--- src/design/varint_length_prefix_deframer_core_assert.svh ---
// assertion macros used by the deframer core
`ifndef VARINT_LENGTH_PREFIX_DEFRAMER_CORE_ASSERT_SVH
`define VARINT_LENGTH_PREFIX_DEFRAMER_CORE_ASSERT_SVH

// condition holds at every edge out of reset
`define VLPD_ASSERT_ALWAYS(label, clk, rst_n, cond) \
  label: assert property (@(posedge clk) disable iff (!rst_n) (cond)) \
    else $error("vlpd: invariant violated");

// consequent holds in the same cycle as the antecedent
`define VLPD_ASSERT_IMPLY(label, clk, rst_n, ante, cons) \
  label: assert property (@(posedge clk) disable iff (!rst_n) (ante) |-> (cons)) \
    else $error("vlpd: implication violated");

// consequent holds in the cycle after the antecedent
`define VLPD_ASSERT_NEXT(label, clk, rst_n, ante, cons) \
  label: assert property (@(posedge clk) disable iff (!rst_n) (ante) |=> (cons)) \
    else $error("vlpd: next-cycle implication violated");

`endif

--- src/design/vlpd_pkg.sv ---
`default_nettype none

package vlpd_pkg;

  localparam int ByteW     = 8;
  localparam int WordW     = 64;
  localparam int GroupBits = 7;
  localparam int CountW    = 4;

  // index of the last header group that still fits the word
  localparam logic [CountW-1:0] LastGroup = 4'd9;

  // running deframer state
  typedef struct packed {
    logic                 in_payload;
    logic [CountW-1:0]    group_count;
    logic [WordW-1:0]     length_accum;
    logic [WordW-1:0]     bytes_remaining;
    logic                 at_first_payload;
  } state_t;

  // one result beat
  typedef struct packed {
    logic [ByteW-1:0]     payload_byte;
    logic                 payload_valid;
    logic                 first_of_message;
    logic                 last_of_message;
    logic                 header_done;
    logic [WordW-1:0]     message_length;
    logic                 overflow_error;
  } result_t;

  // place a 7-bit group at its position in the length word
  function automatic logic [WordW-1:0] place_group(input logic [GroupBits-1:0] data,
                                                   input logic [CountW-1:0] idx);
    logic [6:0] shamt;
    logic [WordW-1:0] wide;
    wide  = {{(WordW-GroupBits){1'b0}}, data};
    shamt = 7'(idx) * 7'(GroupBits);
    if (idx <= LastGroup) begin
      place_group = wide << shamt;
    end else begin
      place_group = '0;
    end
  endfunction

endpackage

`default_nettype wire

--- src/design/vlpd_step.sv ---
`default_nettype none

module vlpd_step (
  input  wire logic [vlpd_pkg::ByteW-1:0] in_byte,
  input  vlpd_pkg::state_t                cur,
  output vlpd_pkg::state_t                nxt,
  output vlpd_pkg::result_t               res
);

  logic [vlpd_pkg::WordW-1:0] accum;
  logic [vlpd_pkg::WordW-1:0] remaining_dec;

  // merge the new group into the length gathered so far
  assign accum = cur.length_accum |
                 vlpd_pkg::place_group(in_byte[vlpd_pkg::GroupBits-1:0], cur.group_count);

  // payload countdown, held at zero
  assign remaining_dec = (cur.bytes_remaining != '0) ?
                         cur.bytes_remaining - vlpd_pkg::WordW'(1) : cur.bytes_remaining;

  // one byte of header decode or payload pass-through
  always_comb begin
    nxt = cur;
    res = '0;
    if (cur.in_payload) begin
      res.payload_byte     = in_byte;
      res.payload_valid    = 1'b1;
      res.first_of_message = cur.at_first_payload;
      res.last_of_message  = (cur.bytes_remaining <= vlpd_pkg::WordW'(1));
      nxt.at_first_payload = 1'b0;
      nxt.bytes_remaining  = remaining_dec;
      if (remaining_dec == '0) begin
        nxt.in_payload = 1'b0;
      end
    end else begin
      nxt.length_accum = accum;
      if (!in_byte[vlpd_pkg::ByteW-1]) begin
        // header ends here
        res.header_done    = 1'b1;
        res.message_length = accum;
        if (accum != '0) begin
          nxt.in_payload       = 1'b1;
          nxt.bytes_remaining  = accum;
          nxt.at_first_payload = 1'b1;
        end
        nxt.length_accum = '0;
        nxt.group_count  = '0;
      end else if (cur.group_count >= vlpd_pkg::LastGroup) begin
        // continuation set on the tenth byte: drop the header
        res.overflow_error = 1'b1;
        nxt.length_accum   = '0;
        nxt.group_count    = '0;
      end else begin
        nxt.group_count = cur.group_count + vlpd_pkg::CountW'(1);
      end
    end
  end

endmodule

`default_nettype wire

--- src/design/varint_length_prefix_deframer_core.sv ---
// LEB128 length-prefixed deframer.
// Input channel: one stream byte per beat on in_byte (in_valid / in_ready).
// Result channel: exactly one result beat per input beat, in order
// (out_valid / out_ready): the payload byte with its first/last marks, a
// header-complete flag with the decoded 64-bit length, an overflow flag when
// a header runs past ten bytes, or no flag for other header bytes.
// Each result is registered and appears in the cycle after its input beat is accepted.
// Throughput: one byte per cycle while out_ready drains the result; the decode
// state updates in the same cycle that a byte is accepted, so bytes may arrive back to back.
// A single output register holds the result; in_ready is high whenever that
// register is empty or is being drained in the same cycle.
// Stall: while out_ready is low and a result waits, in_ready drops and the
// held result stays unchanged; no beat is lost.
// Reset (rst_n low, synchronous): the decoder expects a new header, the
// length and payload counters clear and no result is pending.
`default_nettype none

module varint_length_prefix_deframer_core (
  input  wire logic                          clk,
  input  wire logic                          rst_n,
  input  wire logic                          in_valid,
  output logic                               in_ready,
  input  wire logic [vlpd_pkg::ByteW-1:0]    in_byte,
  output logic                               out_valid,
  input  wire logic                          out_ready,
  output logic [vlpd_pkg::ByteW-1:0]         out_payload_byte,
  output logic                               out_payload_valid,
  output logic                               out_first_of_message,
  output logic                               out_last_of_message,
  output logic                               out_header_done,
  output logic [vlpd_pkg::WordW-1:0]         out_message_length,
  output logic                               out_overflow_error
);

  `include "varint_length_prefix_deframer_core_assert.svh"

  vlpd_pkg::state_t  state_r;
  vlpd_pkg::state_t  state_nxt;
  vlpd_pkg::result_t res_nxt;
  vlpd_pkg::result_t res_r;
  logic              out_valid_r;
  logic              in_fire;

  // handshake
  assign in_ready = !out_valid_r || out_ready;
  assign in_fire  = in_valid && in_ready;

  // per-byte decode
  vlpd_step u_step (
    .in_byte (in_byte),
    .cur     (state_r),
    .nxt     (state_nxt),
    .res     (res_nxt)
  );

  // decoder state
  always_ff @(posedge clk) begin
    if (!rst_n) begin
      state_r <= '0;
    end else if (in_fire) begin
      state_r <= state_nxt;
    end
  end

  // result register valid
  always_ff @(posedge clk) begin
    if (!rst_n) begin
      out_valid_r <= 1'b0;
    end else if (in_fire) begin
      out_valid_r <= 1'b1;
    end else if (out_ready) begin
      out_valid_r <= 1'b0;
    end
  end

  // result register payload
  always_ff @(posedge clk) begin
    if (in_fire) begin
      res_r <= res_nxt;
    end
  end

  assign out_valid            = out_valid_r;
  assign out_payload_byte     = res_r.payload_byte;
  assign out_payload_valid    = res_r.payload_valid;
  assign out_first_of_message = res_r.first_of_message;
  assign out_last_of_message  = res_r.last_of_message;
  assign out_header_done      = res_r.header_done;
  assign out_message_length   = res_r.message_length;
  assign out_overflow_error   = res_r.overflow_error;

  // checks
  `VLPD_ASSERT_ALWAYS(a_group_bound, clk, rst_n, state_r.group_count <= vlpd_pkg::LastGroup)
  `VLPD_ASSERT_ALWAYS(a_payload_count, clk, rst_n, !state_r.in_payload || (state_r.bytes_remaining != '0))
  `VLPD_ASSERT_IMPLY(a_kind_excl, clk, rst_n, out_valid_r, !(res_r.payload_valid && (res_r.header_done || res_r.overflow_error)) && !(res_r.header_done && res_r.overflow_error))
  `VLPD_ASSERT_IMPLY(a_first_in_payload, clk, rst_n, out_valid_r && (res_r.first_of_message || res_r.last_of_message), res_r.payload_valid)
  `VLPD_ASSERT_NEXT(a_header_resets, clk, rst_n, in_fire && !state_r.in_payload && !in_byte[vlpd_pkg::ByteW-1], state_r.group_count == '0 && state_r.length_accum == '0)

endmodule

`default_nettype wire

--- config.mk ---
export PLATFORM = sky130hd
export DESIGN_NAME = varint_length_prefix_deframer_core
export DESIGN_NICKNAME = d
export VERILOG_FILES = /design/src/design/vlpd_pkg.sv /design/src/design/vlpd_step.sv /design/src/design/varint_length_prefix_deframer_core.sv
export VERILOG_INCLUDE_DIRS = /design/src /design/src/design
export SDC_FILE = /design/constraint.sdc
export NUM_CORES = 1
export LEC_CHECK = 0
export BUFFER_PORTS_ARGS = -buffer_cell sky130_fd_sc_hd__clkbuf_2
export CORE_MARGIN = 2
export CORE_UTILIZATION = 39
export DETAILED_ROUTE_END_ITERATION = 8
export SYNTH_ARGS = -nofsm -noshare
export SYNTH_HDL_FRONTEND = slang
export SYNTH_SLANG_ARGS = --single-unit
--- constraint.sdc ---
create_clock -name clk -period 11.08 [get_ports clk]
set_input_delay 2.216 -clock clk [delete_from_list [all_inputs] [get_ports clk]]
set_output_delay 2.216 -clock clk [all_outputs]
set_load 0.05 [all_outputs]
==> results.txt <==
The CTS buffer count is 24. The setup violation total in the final timing report is 0. The die span in y came out at 173 um. The critical path startpoint category is an input port. The routed design has 41,500 um of wire. The clock-pin slew on the worst setup and hold paths came out at 0.06 ns. The critical path is of the in -> reg type.

The largest fanout on the critical path is 54. The global routing met2 resource utilization came out at 0.405. The async set-reset flop share out of synthesis is 0. sky130_fd_sc_hd__nor2_1 is the most common cell in the netlist. When the netlist entered floorplanning its net count stood at 1,373. The per-cell routed wire length is 23.4 um. The relative area change from synthesis to final layout came out at 13.0%.

At the end of the flow, the number of nets in the layout was 1,396. The post-cts gate resize count is 0. The highest clock rate came out at 0.188 GHz. The kind of path behind the tightest hold check is reg -> reg. The number of buffers added on ports came out at 90. The total standard cell area after synthesis came out at 11,200 um2. The core footprint came out at 28,000 um2. After technology mapping, the gate count stands at 1,355. Max-cap violations in this run came to 0.

The cell depth of the worst min-delay path is 2. Traced cell by cell, the critical path runs through clkbuf_2, nor2b_1, a21oi_1, nand4_1, nor4_1, nand3b_1, o21a_2, buf_4, nand2_1, a2bb2oi_1, a31oi_1. The all-layer global routing usage came out at 0.270. The share of the Yosys chip area taken by registers is 0.449. The count of final max-slew check failures came out at 0. The share of post-route cells with drive strength above 1 came out at 0.132. The die covers 30,000 um2. The master cell of the clock root buffer is sky130_fd_sc_hd__clkbuf_16.

The final-report hold violation count came out at 0. met2 is the most crowded layer. After global routing the overflow that remains totals 0. The number of rows created at floorplan is 61.

The clock latency of the later-clocked register in the worst-skew pair came out at 0.53 ns. For the final database, setup skew stands at 0.0159 ns. The hold-fix buffer count after cts came out at 0.

Yosys attributes the largest share of cell area to sky130_fd_sc_hd__dfxtp_1 24%, sky130_fd_sc_hd__edfxtp_1 21%, sky130_fd_sc_hd__a21oi_1 8.5%. In the synthesized netlist, the cells that appear most often are 199 x sky130_fd_sc_hd__nor2_1, 190 x sky130_fd_sc_hd__a21oi_1, 135 x sky130_fd_sc_hd__dfxtp_1. The run finished with clean final reports.

The arrival time at the worst endpoint came out at 5.68 ns. The die extent in x is 173 um. The number of setup buffers added after CTS is 0. The via count is 11,000.

The first global-routing pass estimated 63,400 um of wire. The final hold slack is 0.469 ns. The remaining design rule violation count is 0. The number of levels the H-tree was split into came out at 1. The yosys synthesis warning count is 0. The share of synthesized area in the top cell type comes to 0.242. The boundary pin count came out at 91. For this run, global-route usage on met3 was measured as 0.0450.

Setup repair after global routing left no endpoint under its margin. The element type at the critical path end is a flop. The half-perimeter wire length after detailed placement is 28,700 um. The synthesized design spends more area on one cell type than any other, namely sky130_fd_sc_hd__dfxtp_1. The flip-flop and latch count after synthesis came out at 212. The number of flops mapped to enable cells by yosys is 77. The via count of the first global-routing pass came out at 10,200. The final weighted congestion of routability-driven global placement came out at 0.955. The leading register cell type out of synthesis is sky130_fd_sc_hd__dfxtp_1. The critical path data required time is 11.44 ns. The number of distinct standard cells referenced by the synthesized netlist is 67.

The met1 capacity usage during global routing came out at 0.381. The initial core utilization came out at 0.399. The CTS tree is done. Entering global routing, the biggest net connects 74 pins.

The total clock sinks came out at 212. For this design the ratio of total power to cell area is 168 nW/um2. The detail route stage leaves a number of antenna-violating nets equal to 0. No sink is reached through more buffers than the 3 on the longest clock path. The minimum period implied by the final worst setup slack came out at 5.32 ns. The first-pass iteration count of the detailed router came out at 6. The delay of the slowest cell on the worst path is 0.74 ns. The largest individual stage delay along the critical path comes from the cell sky130_fd_sc_hd__a21oi_1. The number of antenna violations at the first check in global routing is 1.

The via density per instance came out at 6.22. The peak supply drop came out at 137 uV. In this run the static leakage power is 0.00463 uW.

Dividing the final minimum period by the clock period gives 0.480. The relative max-transition margin came out at 0.208. The cell depth of the worst flop-to-flop path came out at 10. In this run, the number of DRC markers left after iteration 0 of detailed routing was 1,261. Setup total negative slack on the finished layout was measured at 0 ns. The synthesized area divided by synthesized cell count came out at 8.25 um2. The transition time at the pin with the least slew margin is 1.17 ns.

The repair_antennas step left the layout with diodes totalling 0.
area by class of cell:
cell class,count,area (um2)
fillers,2837,15400
multi-input cells,1016,5680
flip-flops and latches,212,5020
clock buffers,32,692
repair buffers,109,593
well taps,378,473
clock inverters,12,121
inverters,15,57.6
registers in the layout (all words and copies together), names as in the netlist:
register / count
out_first_of_message: 1
out_header_done: 1
out_last_of_message: 1
out_message_length: 64
out_overflow_error: 1
out_payload_byte: 8
out_payload_valid: 1
out_valid: 1
state_r: 134
cells in the final DEF (no fill, tap or decap), types with 25 or more instances in the layout:
cell type                   instances
sky130_fd_sc_hd__nor2_1           199
sky130_fd_sc_hd__a21oi_1          190
sky130_fd_sc_hd__dfxtp_1          134
sky130_fd_sc_hd__nor3_1           110
sky130_fd_sc_hd__clkbuf_2          90
sky130_fd_sc_hd__nand2_1           82
sky130_fd_sc_hd__edfxtp_1          77
sky130_fd_sc_hd__o21ai_0           50
sky130_fd_sc_hd__nand3_1           32
sky130_fd_sc_hd__a31oi_1           30
sky130_fd_sc_hd__nor4_1            29
sky130_fd_sc_hd__nand4_1           27
sky130_fd_sc_hd__clkbuf_16         25
power by group:
group	total, uW	internal (uW)	switching [uW]
sequential	864	834	29.5
clock	828	487	341
combinational	435	114	321
worst max-delay path, delay by kind of cell:
family          cells  cell delay, ns
simple gates        5            1.56
compound gates      4            1.33
buf+inv             2            0.56
logic make-up after synthesis:
logic type      share of synthesized area
compound gates                      0.204
xor+xnor                           0.0133
fa+ha+maj                         0.00671
buf+inv                            0.0463
flops                               0.449
mux                               0.00548
simple gates                        0.275
final timing paths:
check | start | endpoint | slack (ns)
worst max register to register | state_r[129] | state_r[54] | 6.51
worst min-delay path | state_r[113] | state_r[113] | 0.47
worst max-delay path | in_byte[4] | state_r[3] | 5.76
worst min register to register | state_r[113] | state_r[113] | 0.47
metrics by stage:
step | worst slack [ns] | util | std cells | power, uW | area (um2)
detailed placement | 5.32 | 0.422 | 1730 | 1310 | 11800
CTS | 5.86 | 0.451 | 1774 | 2130 | 12600
floorplan | 5.00 | - | 1355 | 1180 | 11200
global placement | 5.29 | 0.422 | 1730 | 1310 | 11800
finish | 5.76 | 0.451 | 1774 | 2130 | 12600
global route | 5.56 | 0.451 | 1774 | 2200 | 12600
layer usage:
layer,wire (um),up-vias
li1,-,5073
met1,17900,5264
met2,18000,586
met3,3580,102
met4,1980,2
met5,13,-
No activity file was read; power rests on OpenSTA's default activity.
